===== src/rtl/core/msd_pkg.sv =====
// Shared constants, types and helpers for the MOV-store source decoder.
package msd_pkg;

    // Longest instruction the parser accepts, in bytes.
    localparam int MAX_LEN = 15;

    localparam int SKIP_W = 3;
    localparam int CNT_W  = 4;
    localparam int SUM_W  = 5;

    // Parser phases, one-hot.
    typedef enum logic [6:0] {
        PH_IDLE   = 7'b0000001,
        PH_PREFIX = 7'b0000010,
        PH_OPCODE = 7'b0000100,
        PH_MODRM  = 7'b0001000,
        PH_SIB    = 7'b0010000,
        PH_DISP   = 7'b0100000,
        PH_IMM    = 7'b1000000
    } phase_t;

    // Result status codes.
    localparam logic [1:0] ST_REG  = 2'd0;
    localparam logic [1:0] ST_IMM  = 2'd1;
    localparam logic [1:0] ST_FAIL = 2'd2;

    // Opcodes of the supported subset.
    localparam logic [7:0] OP_MOV_RM8   = 8'h88;
    localparam logic [7:0] OP_MOV_RM32  = 8'h89;
    localparam logic [7:0] OP_MOV_IMM8  = 8'hC6;
    localparam logic [7:0] OP_MOV_IMM32 = 8'hC7;

    localparam logic [1:0] MOD_NODISP = 2'd0;
    localparam logic [1:0] MOD_DISP8  = 2'd1;
    localparam logic [1:0] MOD_DISP32 = 2'd2;
    localparam logic [1:0] MOD_REG    = 2'd3;
    localparam logic [2:0] RM_SIB     = 3'd4;
    localparam logic [2:0] RM_RIP     = 3'd5;

    function automatic logic legacy_prefix(input logic [7:0] b);
        logic hit;
        begin
            case (b)
                8'hF0, 8'hF2, 8'hF3,
                8'h2E, 8'h36, 8'h3E, 8'h26, 8'h64, 8'h65,
                8'h66, 8'h67: hit = 1'b1;
                default:      hit = 1'b0;
            endcase
            return hit;
        end
    endfunction

endpackage


===== src/rtl/core/mov_store_source_decoder.sv =====
// Byte-serial x86-64 MOV-store decoder: source register or immediate and length.
//
//  Channel | Direction | tdata (low bit up)                    | tuser
//  s_*     | in        | insn_byte[7:0]                        | first_byte
//  m_*     | out       | source_reg, imm_value, insn_length    | status[1:0]
//
// One instruction byte is taken per clock while s_tready is high; the parser state and the result
// register are updated in the same cycle, so bytes stream back to back.
// A result word is held in the output register until taken; s_tready drops
// only while that register is full and m_tready is low.
// rst_n clears the parser to idle and empties the output register.
module mov_store_source_decoder
    import msd_pkg::*;
(
    input  logic        clk,
    input  logic        rst_n,
    input  logic        s_tvalid,
    output logic        s_tready,
    input  logic [7:0]  s_tdata,   // insn_byte[7:0]
    input  logic        s_tuser,   // first_byte
    output logic        m_tvalid,
    input  logic        m_tready,
    output logic [39:0] m_tdata,   // source_reg[3:0], imm_value[35:4], insn_length[39:36]
    output logic [1:0]  m_tuser    // status[1:0]
);

    phase_t              phase_reg, phase_next;
    logic [CNT_W-1:0]    byte_count_reg, byte_count_next;
    logic [2:0]          prefix_count_reg, prefix_count_next;
    logic                rex_r_reg, rex_r_next;
    logic [7:0]          opcode_reg, opcode_next;
    logic [7:0]          modrm_byte_reg, modrm_byte_next;
    logic [SKIP_W-1:0]   skip_reg, skip_next;
    logic [SKIP_W-1:0]   imm_left_reg, imm_left_next;
    logic [31:0]         imm_acc_reg, imm_acc_next;

    logic                out_valid_reg, out_valid_next;
    logic [1:0]          out_status_reg, out_status_next;
    logic [3:0]          out_src_reg, out_src_next;
    logic [31:0]         out_imm_reg, out_imm_next;
    logic [3:0]          out_len_reg, out_len_next;

    logic                accept;
    logic                emit;

    assign s_tready = !out_valid_reg || m_tready;
    assign accept   = s_tvalid && s_tready;
    assign m_tvalid = out_valid_reg;
    assign m_tuser  = out_status_reg;
    assign m_tdata  = {out_len_reg, out_imm_reg, out_src_reg};

    always_comb
    begin
        logic [7:0]       b;
        logic             fail;
        logic             done;
        logic             adv;
        logic [1:0]       mod_f;
        logic [2:0]       rm_f;
        logic [1:0]       k;
        logic [SUM_W-1:0] need;
        logic [SUM_W-1:0] total;

        b     = s_tdata;
        fail  = 1'b0;
        done  = 1'b0;
        adv   = 1'b0;
        mod_f = b[7:6];
        rm_f  = b[2:0];
        k     = 2'd0;
        need  = '0;
        total = '0;

        phase_next        = phase_reg;
        byte_count_next   = byte_count_reg;
        prefix_count_next = prefix_count_reg;
        rex_r_next        = rex_r_reg;
        opcode_next       = opcode_reg;
        modrm_byte_next   = modrm_byte_reg;
        skip_next         = skip_reg;
        imm_left_next     = imm_left_reg;
        imm_acc_next      = imm_acc_reg;

        if (s_tuser)
        begin
            phase_next        = PH_PREFIX;
            byte_count_next   = '0;
            prefix_count_next = '0;
            rex_r_next        = 1'b0;
            opcode_next       = '0;
            modrm_byte_next   = '0;
            skip_next         = '0;
            imm_left_next     = '0;
            imm_acc_next      = '0;
        end

        if (phase_next != PH_IDLE)
        begin
            if (byte_count_next >= CNT_W'(MAX_LEN))
            begin
                fail = 1'b1;
            end
            else
            begin
                byte_count_next = byte_count_next + CNT_W'(1);
                case (phase_next)
                    PH_PREFIX, PH_OPCODE:
                    begin
                        if (phase_next == PH_PREFIX && prefix_count_next < 3'd4
                            && legacy_prefix(b))
                        begin
                            prefix_count_next = prefix_count_next + 3'd1;
                        end
                        else if (phase_next == PH_PREFIX && b[7:4] == 4'h4)
                        begin
                            rex_r_next = b[2];
                            phase_next = PH_OPCODE;
                        end
                        else
                        begin
                            opcode_next = b;
                            phase_next  = PH_MODRM;
                            if (b == OP_MOV_RM8 || b == OP_MOV_RM32)
                                imm_left_next = 3'd0;
                            else if (b == OP_MOV_IMM32)
                                imm_left_next = 3'd4;
                            else if (b == OP_MOV_IMM8)
                                imm_left_next = 3'd1;
                            else
                                fail = 1'b1;
                        end
                    end
                    PH_MODRM:
                    begin
                        modrm_byte_next = b;
                        if (mod_f == MOD_DISP8)
                            skip_next = 3'd1;
                        else if (mod_f == MOD_DISP32)
                            skip_next = 3'd4;
                        else if (mod_f == MOD_NODISP && rm_f == RM_RIP)
                            skip_next = 3'd4;
                        else
                            skip_next = 3'd0;
                        if (rm_f == RM_SIB && mod_f != MOD_REG)
                        begin
                            if (mod_f == MOD_NODISP)
                                skip_next = 3'd0;
                            phase_next = PH_SIB;
                        end
                        else
                        begin
                            adv = 1'b1;
                        end
                    end
                    PH_SIB:
                    begin
                        // No-displacement mode with SIB base 5 still carries a disp32.
                        if (modrm_byte_next[7:6] == MOD_NODISP && b[2:0] == RM_RIP)
                            skip_next = 3'd4;
                        adv = 1'b1;
                    end
                    PH_DISP:
                    begin
                        if (skip_next != 3'd0)
                            skip_next = skip_next - 3'd1;
                        if (skip_next == 3'd0)
                            adv = 1'b1;
                    end
                    PH_IMM:
                    begin
                        total = (opcode_next == OP_MOV_IMM32) ? SUM_W'(4) : SUM_W'(1);
                        k = 2'(total - {2'b00, imm_left_next});
                        imm_acc_next = imm_acc_next | ({24'd0, b} << {k, 3'b000});
                        imm_left_next = imm_left_next - 3'd1;
                        if (imm_left_next == 3'd0)
                            done = 1'b1;
                    end
                    default:
                    begin
                        phase_next = PH_IDLE;
                    end
                endcase

                if (adv)
                begin
                    if (skip_next != 3'd0)
                        phase_next = PH_DISP;
                    else if (imm_left_next != 3'd0)
                        phase_next = PH_IMM;
                    else
                        done = 1'b1;
                end

                // Fail early once the bytes still known to be needed cannot fit.
                if (!fail && !done && phase_next != PH_IDLE)
                begin
                    case (phase_next)
                        PH_PREFIX, PH_OPCODE: need = SUM_W'(2);
                        PH_MODRM: need = SUM_W'(1) + {2'b00, imm_left_next};
                        PH_SIB:   need = SUM_W'(1) + {2'b00, skip_next}
                                         + {2'b00, imm_left_next};
                        PH_DISP:  need = {2'b00, skip_next} + {2'b00, imm_left_next};
                        default:  need = {2'b00, imm_left_next};
                    endcase
                    if ({1'b0, byte_count_next} + need > SUM_W'(MAX_LEN))
                        fail = 1'b1;
                end
            end
        end

        emit            = fail || done;
        out_status_next = ST_FAIL;
        out_src_next    = '0;
        out_imm_next    = '0;
        out_len_next    = '0;
        if (fail)
        begin
            phase_next = PH_IDLE;
        end
        else if (done)
        begin
            phase_next   = PH_IDLE;
            out_len_next = byte_count_next;
            if (opcode_next == OP_MOV_RM8 || opcode_next == OP_MOV_RM32)
            begin
                out_status_next = ST_REG;
                out_src_next    = {rex_r_next, modrm_byte_next[5:3]};
            end
            else
            begin
                out_status_next = ST_IMM;
                out_imm_next    = imm_acc_next;
            end
        end

        if (accept && emit)
            out_valid_next = 1'b1;
        else if (m_tready)
            out_valid_next = 1'b0;
        else
            out_valid_next = out_valid_reg;
    end

    always_ff @(posedge clk or negedge rst_n)
    begin
        if (!rst_n)
        begin
            phase_reg        <= PH_IDLE;
            byte_count_reg   <= '0;
            prefix_count_reg <= '0;
            rex_r_reg        <= 1'b0;
            opcode_reg       <= '0;
            modrm_byte_reg   <= '0;
            skip_reg         <= '0;
            imm_left_reg     <= '0;
            imm_acc_reg      <= '0;
            out_valid_reg    <= 1'b0;
        end
        else
        begin
            out_valid_reg <= out_valid_next;
            if (accept)
            begin
                phase_reg        <= phase_next;
                byte_count_reg   <= byte_count_next;
                prefix_count_reg <= prefix_count_next;
                rex_r_reg        <= rex_r_next;
                opcode_reg       <= opcode_next;
                modrm_byte_reg   <= modrm_byte_next;
                skip_reg         <= skip_next;
                imm_left_reg     <= imm_left_next;
                imm_acc_reg      <= imm_acc_next;
            end
        end
    end

    // Result payload needs no reset; it is qualified by out_valid_reg.
    always_ff @(posedge clk)
    begin
        if (accept && emit)
        begin
            out_status_reg <= out_status_next;
            out_src_reg    <= out_src_next;
            out_imm_reg    <= out_imm_next;
            out_len_reg    <= out_len_next;
        end
    end

endmodule


===== config.mk =====
export PLATFORM = sky130hd
export DESIGN_NAME = mov_store_source_decoder
export DESIGN_NICKNAME = d
export VERILOG_FILES = /design/src/rtl/core/msd_pkg.sv /design/src/rtl/core/mov_store_source_decoder.sv
export SDC_FILE = /design/constraint.sdc
export NUM_CORES = 1
export LEC_CHECK = 0
export BUFFER_PORTS_ARGS = -buffer_cell sky130_fd_sc_hd__buf_2
export CAP_MARGIN = 20
export CORE_MARGIN = 2
export CORE_UTILIZATION = 35
export DETAILED_ROUTE_END_ITERATION = 8
export PLACE_DENSITY = 0.53
export SLEW_MARGIN = 25
export SYNTH_ARGS = -nofsm -noshare
export SYNTH_HDL_FRONTEND = slang
export SYNTH_SLANG_ARGS = --single-unit

===== constraint.sdc =====
create_clock -name clk -period 7 [get_ports clk]
set_input_delay 0.35 -clock clk [delete_from_list [all_inputs] [get_ports clk]]
set_output_delay 0.35 -clock clk [all_outputs]
set_load 0.005 [all_outputs]

Word-level counts from Yosys, hierarchy flattened. Cells that the tools add are included.

Input port bits: 13. Register bits: 112.

Muxes and demuxes: 107. Order comparisons: 3. Reductions and logical operators: 32. Shift-type cells: 1. Bitwise operators: 3. Add/sub/neg operators: 10. Eq/ne operators: 37.

Operators with widths (count): two-way mux 32 bit (4); two-way mux 3 bit (30); two-way mux 7 bit (12); equality test 8 bit (second input constant) (10); two-way mux 8 bit (10); two-way mux 1 bit (39); equality test 8 x 6 -> 1 bit (second input constant) (4); equality test 8 x 7 -> 1 bit (second input constant) (4); bitwise OR 32 bit (1); left shift 8 x 5 -> 32 bit (1); case mux 7 bit (3 select lines) (1); case mux 5 bit (4 select lines) (1); two-way mux 4 bit (4); two-way mux 5 bit (3); equality test 7 x 2 -> 1 bit (second input constant) (2); equality test 7 x 3 -> 1 bit (second input constant) (2); equality test 7 x 4 -> 1 bit (second input constant) (2); equality test 7 x 5 -> 1 bit (second input constant) (2); equality test 7 x 6 -> 1 bit (second input constant) (2); != test 7 x 1 -> 1 bit (second input constant) (2); OR reduction 11 bit (1); logical AND 1 bit (10); case mux 3 bit (3 select lines) (1); nonzero test 3 bit (3); other kinds (27) (42).

Logic depth before layout (Yosys ltp). Gate-level depths: netlist (run 1).

Word-level depth: 32. Depth in mapped cells: 25. Depth with buffers taken out: 23.

Worst setup path before layout (run 1). OpenSTA, ideal clock, no wires.

Kind: input to register. Start point: input s_tuser. End point: register out_status_reg[0], in the netlist m_tuser[0], enable pin. Setup slack: 1.466 ns. Arrival time: 5.084 ns. Stages: 23. Path buffers: 2. Required time: 6.550 ns. Path through: buf_6 inv_1 clkbuf_1 nand2_1 ha_1 ha_1 nor2b_1 a22oi_1 o31ai_1 a21o_1 o21ai_1 a41oi_1 nand2b_1 ha_1 inv_1 fa_1 o221ai_1 fa_1 a21o_1 a21o_1 a221oi_1 a31o_2 inv_1.

Word-level cells in the longest chain between the ends: 29. Elaborated cells between the ends (all ways): 100. Those cells by class: add/sub: 8; order compare: 3; eq/ne: 13; mux: 57; reduce/logical: 19.

Ends and longest elaborated chain: from (decl) (line mov_store_source_decoder.sv:20) `input logic s_tuser,`; parallel branches: the longest is 27 deep, another holds subtractor 3 x 1 -> 3 bit; logical OR 1 bit (*) (line mov_store_source_decoder.sv:211) `emit = fail || done;`; logical AND 1 bit (*) (line mov_store_source_decoder.sv:280) `if (accept && emit)`; to (signal assigned) (line mov_store_source_decoder.sv:282) `out_status_reg <= out_status_next;`; to (decl) (line mov_store_source_decoder.sv:38) `logic [1:0] out_status_reg, out_status_next;`.

Every way passes the cells marked *. The select of a mux whose other input is x is not followed. A chain may end at the register's enable or synchronous reset.

Final worst setup path (run 1).
Start point: register phase_reg[3]. End point: register out_imm_reg[13], enable pin.

Word-level cells in the longest chain between the ends: 28. Elaborated cells between the ends (all ways): 75. Those cells by class: add/sub: 5; order compare: 1; eq/ne: 13; mux: 42; reduce/logical: 14.

Ends and longest elaborated chain: from (decl) (line mov_store_source_decoder.sv:27) `phase_t phase_reg, phase_next;`; from (signal assigned) (line mov_store_source_decoder.sv:264) `phase_reg <= phase_next;`; two-way mux 7 bit (*) (line mov_store_source_decoder.sv:84) `if (s_tuser)`; equality test 7 x 2 -> 1 bit (line mov_store_source_decoder.sv:106, mov_store_source_decoder.sv:109, mov_store_source_decoder.sv:114); logical AND 1 bit (on tied branches) (line mov_store_source_decoder.sv:114, mov_store_source_decoder.sv:109); two-way mux 3 bit / logical AND 1 bit (equally long branches) (line mov_store_source_decoder.sv:114, mov_store_source_decoder.sv:110); two-way mux 3 bit (line mov_store_source_decoder.sv:109) `if (phase_next == PH_PREFIX && prefix_count_next < 3'd4`; case mux 3 bit (2 select lines) (line mov_store_source_decoder.sv:106) `case (phase_next)`; two-way mux 3 bit (line mov_store_source_decoder.sv:99) `if (byte_count_next >= CNT_W'(MAX_LEN))`; two-way mux 3 bit (line mov_store_source_decoder.sv:97) `if (phase_next != PH_IDLE)`; [... 12 more ...]; adder 4 x 5 -> 5 bit (line mov_store_source_decoder.sv:205) `if ({1'b0, byte_count_next} + need > SUM_W'(MAX_LEN))`; > comparator 5 x 4 -> 1 bit (line mov_store_source_decoder.sv:205); two-way mux 1 bit (line mov_store_source_decoder.sv:205); two-way mux 1 bit (line mov_store_source_decoder.sv:195) `if (!fail && !done && phase_next != PH_IDLE)`; two-way mux 1 bit (line mov_store_source_decoder.sv:99); two-way mux 1 bit (line mov_store_source_decoder.sv:97); logical OR 1 bit (*) (line mov_store_source_decoder.sv:211); logical AND 1 bit (*) (line mov_store_source_decoder.sv:280); to (signal assigned) (line mov_store_source_decoder.sv:284) `out_imm_reg <= out_imm_next;`; to (decl) (line mov_store_source_decoder.sv:40) `logic [31:0] out_imm_reg, out_imm_next;`.

Mark *: on every way between the ends. The rest lies on a longest branch, timed or not. The select of a mux whose other input is x is not followed.

==> impl_metrics.csv, run 1 <==
group,metric,value,unit
detailed_routing,routed_wirelength,16.39,mm
yosys,synth_top_area_share,26.55,%
worst_setup_path,ff2ff_path_depth,19,
detailed_routing,wl_per_cell,19.51,µm
power,peakVddDrop,0.1278,mV
clocking,htree_num_levels,3,
clocking,ctsHoldBuffers,0,
worst_setup_path,crit_required,7.05,ns
grt,grt_pass1_wl,26.48,mm
worst_setup_path,critPathMaxFanout,43,
yosys,synth.most_common_cell,"dfrtp_1",
yosys,netlist_instances,578,
worst_setup_path,startpoint_type,"flop",
clocking,cts_resized,0,
yosys,syn_area,0.006220,mm²
sta,timing.setup.tns,0,ns
flow_run,max-cap-violations,0,
die,chipWidth,137.3,µm
sta,hold_ws,0.1638,ns
sta,finalSetupViolCount,0,
detailed_routing,drt_iter0_markers,349,
detailed_routing,viasPerCell,5.710,
sta,skew,0.01470,ns
worst_setup_path,worstPathArrival,5.98,ns
clocking,cts_setup_buffers,0,
grt,grt_pass1_vias,4827,
placed_design,gp_congestion,0.8793,
sta,fin_crit_sh,84.64,%
clocking,tritoncts,"yes",
worst_setup_path,crit_path_end_kind,"flop",
sta,fmax,168.8,MHz
sta,maxSlewViolCount,0,
yosys,yosysSeqAreaShare,47.25,%
yosys,synth.area.top_cells,"dfrtp_1 (27%), edfxtp_1 (20%), a22o_1 (6.2%)",
sta,min_period,5.925,ns
clocking,clk_pin_slew_worst_paths,0.09,ns
power,cellPowerDensity,235.9,mW/mm²
layout,antenna_cells,0,
die,die-area,0.01885,mm²
die,rows,48,
yosys,synth_fp_nets,611,
yosys,synth-seq-cells,109,
worst_setup_path,startpoint,"phase_reg[3]",
sta,tightest_slew,0.9252,ns
layout,drive_gt1_share,22.44,%
yosys,synth_cell_types,67,
clocking,cts_buffers,9,
die,core_area,0.01736,mm²
yosys,synthArstFlopShare,61.47,%
clocking,cts_buffer_depth,2,
grt,gr-total-overflow,0,
sta,slew_headroom,37.80,%
die,ioPinCount,57,
worst_setup_path,reg2reg_from,"phase_reg[3]",
placed_design,numPortBuffers,56,
yosys,synth_edf_count,42,
yosys,synth_common_cells,"dfrtp_1 (66), a22o_1 (44), edfxtp_1 (42)",
min_path,min_path_type,"input pin to asynchronous set/reset pin",
clocking,clock_sinks,109,
worst_setup_path,timing.reg2reg.setup_slack,1.08,ns
yosys,yosysTopAreaCell,"dfrtp_1",
detailed_routing,drcViolationCount,0,
detailed_routing,vias,4796,
die,die_y,137.3,µm
detailed_routing,first_pass_iters,5,
power,p_leak,0.002751,µW
clocking,root_buffer,"clkbuf_16",
grt,grt_use_total,18.25,%
yosys,ys_warn_count,0,
worst_setup_path,critPathKind,"flop to flop",
sta,hold_viol_final,0,
grt,antenna_found_initial,0,
layout,area_delta_synth_final,11.51,%
sta,rsz0062_at_grt,"false",
yosys,synth_area_per_cell,10.76,µm²
die,start_util,35.83,%
layout,utilization,39.96,%
layout,final_nets,643,
worst_setup_path,r2r-end,"out_imm_reg[13]",
placed_design,hpwl,11.37,mm
grt,grt_max_degree,68,
status,status,"finished clean",
yosys,synth-main-ff-cell,"dfrtp_1",
detailed_routing,antenna_left,0,
clocking,clk_latency,0.37,ns
## final cells by class
cell class / instances / area (µm²)
sequential: 109 / 2939
fill: 1717 / 10420
multi-input combinational: 405 / 3005
timing repair buffer: 64 / 340.3
tap: 225 / 281.5
clock inverter: 7 / 65.06
clock buffer: 9 / 225.2
inverter: 21 / 78.83
## worst max path at each step
stage and endpoint:
2_1_floorplan m_tuser[0], 6_report out_imm_reg[13], 3_5_place_dp out_imm_reg[10], 3_3_place_gp out_imm_reg[10], 5_1_grt out_imm_reg[10], 4_1_cts out_imm_reg[10]
## per-stage QoR
stage               power [µW]  std cells  area [µm²]  setup WS (ns)
CTS                       1648        840        6933          1.155
global route              1727        840        6935         0.6982
global placement          1135        824        6624          1.139
finish                    1636        840        6935          1.075
floorplan                 1025        578        6220          1.466
detailed placement        1142        824        6643         0.9505
## layer usage
metal	part of all wire (%)	wire [µm]	global-route usage (%)	vias to the layer above
li1	-	-	-	2238
met5	0	0	0	-
met4	2.3	376	6.243	0
met2	47	7763	29.63	147
met1	45	7423	24.05	2379
met3	5.0	823	4.121	32
## worst max-delay path, cell delays in order, from the launching register on
cell and delay, ns:
dfrtp_1 0.57, nor2_1 0.36, a31o_2 0.25, nand2_1 0.10, o31ai_1 0.80, or3_1 0.24, o21ai_1 0.09, a41oi_1 0.44
nand2b_1 0.18, ha_1 0.17, inv_1 0.06, fa_1 0.48, o221ai_1 0.17, fa_1 0.44, a21o_1 0.17, a21o_1 0.17
a221oi_1 0.31, a31o_2 0.23, inv_1 0.04, buf_4 0.27
## layout by cell type (no fill, tap or decap), types with 9 or more instances in the layout
cell        n
nand2_1    38
a22o_1     44
clkbuf_16   9
a21oi_1    19
ha_1       17
buf_2      56
nor2b_1    11
dfrtp_1    66
inv_1      21
nor2_1     37
edfxtp_1   42
o21ai_0    21
nor3_1     11
a22oi_1    34
nor3_2     34
## cell families (layout without fill, tap and decap cells)
kind of cell             count (synthesis)  count (layout)  share of synthesized area, %
AND/OR/NAND/NOR                        196             196                         20.24
AO/OA/AOI/OAI                          176             176                         21.28
flip-flops                             109             109                         47.25
buffers and inverters                   64             101                         4.969
adder cells (fa/ha/maj)                 20              20                         4.385
XOR/XNOR                                11              11                         1.549
multiplexers                             2               2                        0.3219
## power breakdown
group          switching, µW  internal [µW]  leakage [µW]  total, µW
Sequential              51.3            736       0.00131        787
Clock                    257            249      0.000139        507
Combinational            228            115       0.00130        342
Total                    536           1100       0.00275       1640
No activity file was read; power rests on OpenSTA's default activity.
==> run 2: changes to the inputs <==
- clock period: 7 -> 5.6 ns (I/O delays scaled with it)
==> impl_metrics.csv, run 2 (synthesis gave the netlist of run 1 again) <==
group,metric,value,unit
power,cellPowerDensity,290.4,mW/mm²
status,status,"finished clean",
sta,maxSlewViolCount,0,
worst_setup_path,startpoint_type,"flop",
sta,finalSetupViolCount,0,
worst_setup_path,endpoint,"out_imm_reg[9]",
layout,drive_gt1_share,25.47,%
detailed_routing,wl_per_cell,18.78,µm
detailed_routing,antenna_left,0,
min_path,min_path_type,"input pin to asynchronous set/reset pin",
layout,antenna_cells,0,
sta,slew_headroom,33.01,%
sta,tightest_slew,1.005,ns
clocking,ctsHoldBuffers,0,
worst_setup_path,r2r-end,"out_imm_reg[9]",
die,core_area,0.01736,mm²
placed_design,numPortBuffers,56,
layout,seqCellArea,0.002939,mm²
die,die_y,137.3,µm
worst_setup_path,crit_buf_inv,3,
clocking,clock_sinks,109,
sta,skew,0.01073,ns
worst_setup_path,crit_path_end_kind,"flop",
clocking,clk_latency,0.36,ns
die,ioPinCount,57,
layout,area_delta_synth_final,14.58,%
power,p_leak,0.002870,µW
sta,rsz0062_at_grt,"false",
clocking,cts_buffers,9,
worst_setup_path,cp_slowest_stage_delay,0.50,ns
die,die-area,0.01885,mm²
worst_setup_path,critPathKind,"flop to flop",
grt,grt_pass1_wl,25.97,mm
worst_setup_path,crit_slowest_cell,"dfrtp_1",
sta,setup_ws,0.4248,ns
worst_setup_path,crit_chain,"nor3_4 > a41oi_1 > a211o_1 > o211ai_1 > o2bb2ai_1 > o21ai_1 > a41oi_2 > nand2b_1 > ha_1 > inv_1 > fa_1 > o221ai_1 > fa_1 > a21o_1 > a21o_1 > a221oi_1 > a31o_2 > inv_1 > buf_12",
detailed_routing,drcViolationCount,0,
grt,antenna_found_initial,0,
sta,fin_crit_sh,92.42,%
sta,fmax,193.2,MHz
worst_setup_path,critPathMaxFanout,43,
grt,grt_use_total,18.00,%
sta,min_period,5.175,ns
detailed_routing,vias,4885,
layout,final_nets,664,
grt,gr-total-overflow,0,
detailed_routing,viasPerCell,5.674,
clocking,htree_num_levels,3,
power,peakVddDrop,0.1581,mV
worst_setup_path,worstPathArrival,5.28,ns
layout,final.fill_count,1675,
worst_setup_path,ff2ff_path_depth,19,
flow_run,max-cap-violations,0,
clocking,clk_pin_slew_worst_paths,0.08,ns
worst_setup_path,worstSetupPathDepth,19,
worst_setup_path,timing.reg2reg.setup_slack,0.42,ns
worst_setup_path,critPathTopFamily,"compound AO/OA/AOI/OAI gates",
sta,timing.setup.tns,0,ns
detailed_routing,routed_wirelength,16.17,mm
grt,grt_pass1_vias,4769,
worst_setup_path,startpoint,"phase_reg[6]",
clocking,root_buffer,"clkbuf_16",
layout,layout_commonest_cell,"dfrtp_1",
grt,grt_max_degree,68,
layout,multi_input_area,0.003017,mm²
die,rows,48,
die,start_util,35.83,%
detailed_routing,drt_iter0_markers,425,
layout,final_cell_mix,"dfrtp_1 (66), buf_2 (56), a22o_1 (44)",
placed_design,dp.cells,844,
clocking,cts_buffer_depth,2,
layout,utilization,41.06,%
detailed_routing,first_pass_iters,5,
power,p_total,2069,µW
placed_design,hpwl,11.68,mm
die,chipWidth,137.3,µm
placed_design,gp_congestion,0.9054,
sta,hold_viol_final,0,
placed_design,place_ws,0.1619,ns
layout,stdcell_count,861,
worst_setup_path,crit_required,5.70,ns
clocking,tritoncts,"yes",
worst_setup_path,reg2reg_from,"phase_reg[6]",
## run 2: metrics by stage
| stage | cell area, µm² | hold slack [ns] |
|---|---|---|
| 6_report | 7127 | 0.1026 |
| 5_1_grt | 7127 | 0.1829 |
| 4_1_cts | 7096 | 0.1605 |
| 3_5_place_dp | 6795 | 0.4767 |
| 3_3_place_gp | 6787 | 0.4694 |
| 2_1_floorplan | 6220 | -0.01559 |
## run 2: routing by layer
layer | track usage (%) | vias to the layer above | wire length (µm)
met5 | 0 | - | 0
li1 | - | 2282 | -
met2 | 29.41 | 154 | 7780
met1 | 23.74 | 2418 | 7201
met3 | 3.679 | 31 | 788
met4 | 6.300 | 0 | 396
## run 2: worst min path at each step
| stage | startpoint | to | depth (start not counted) |
|---|---|---|---|
| 3_3_place_gp | rex_r_reg | rex_r_reg | 1 |
| 2_1_floorplan | rst_n | byte_count_reg[0] | 0 |
| 4_1_cts | rst_n | phase_reg[3] | 2 |
| 6_report | rst_n | phase_reg[3] | 2 |
| 5_1_grt | rst_n | imm_left_reg[1] | 2 |
| 3_5_place_dp | opcode_reg[7] | opcode_reg[7] | 1 |
## run 2: final cells by class
type	count	area share, %
flip-flops and latches	109	41.24
inverters	21	1.106
repair buffers	85	7.163
clock buffers	9	3.160
clock inverters	7	1.053
multi-input cells	405	42.33
well taps	225	3.950
## run 2: timing repair
action,in CTS,in global routing
endpoints found under the setup margin,0,48
buffers inserted,0,1
resized for setup,0,5
## run 2: report_power, final
group	switching (µW)	total, µW	internal, µW
Combinational	293	451	158
Clock	325	640	315
Sequential	58.3	978	919
Total	676	2070	1390
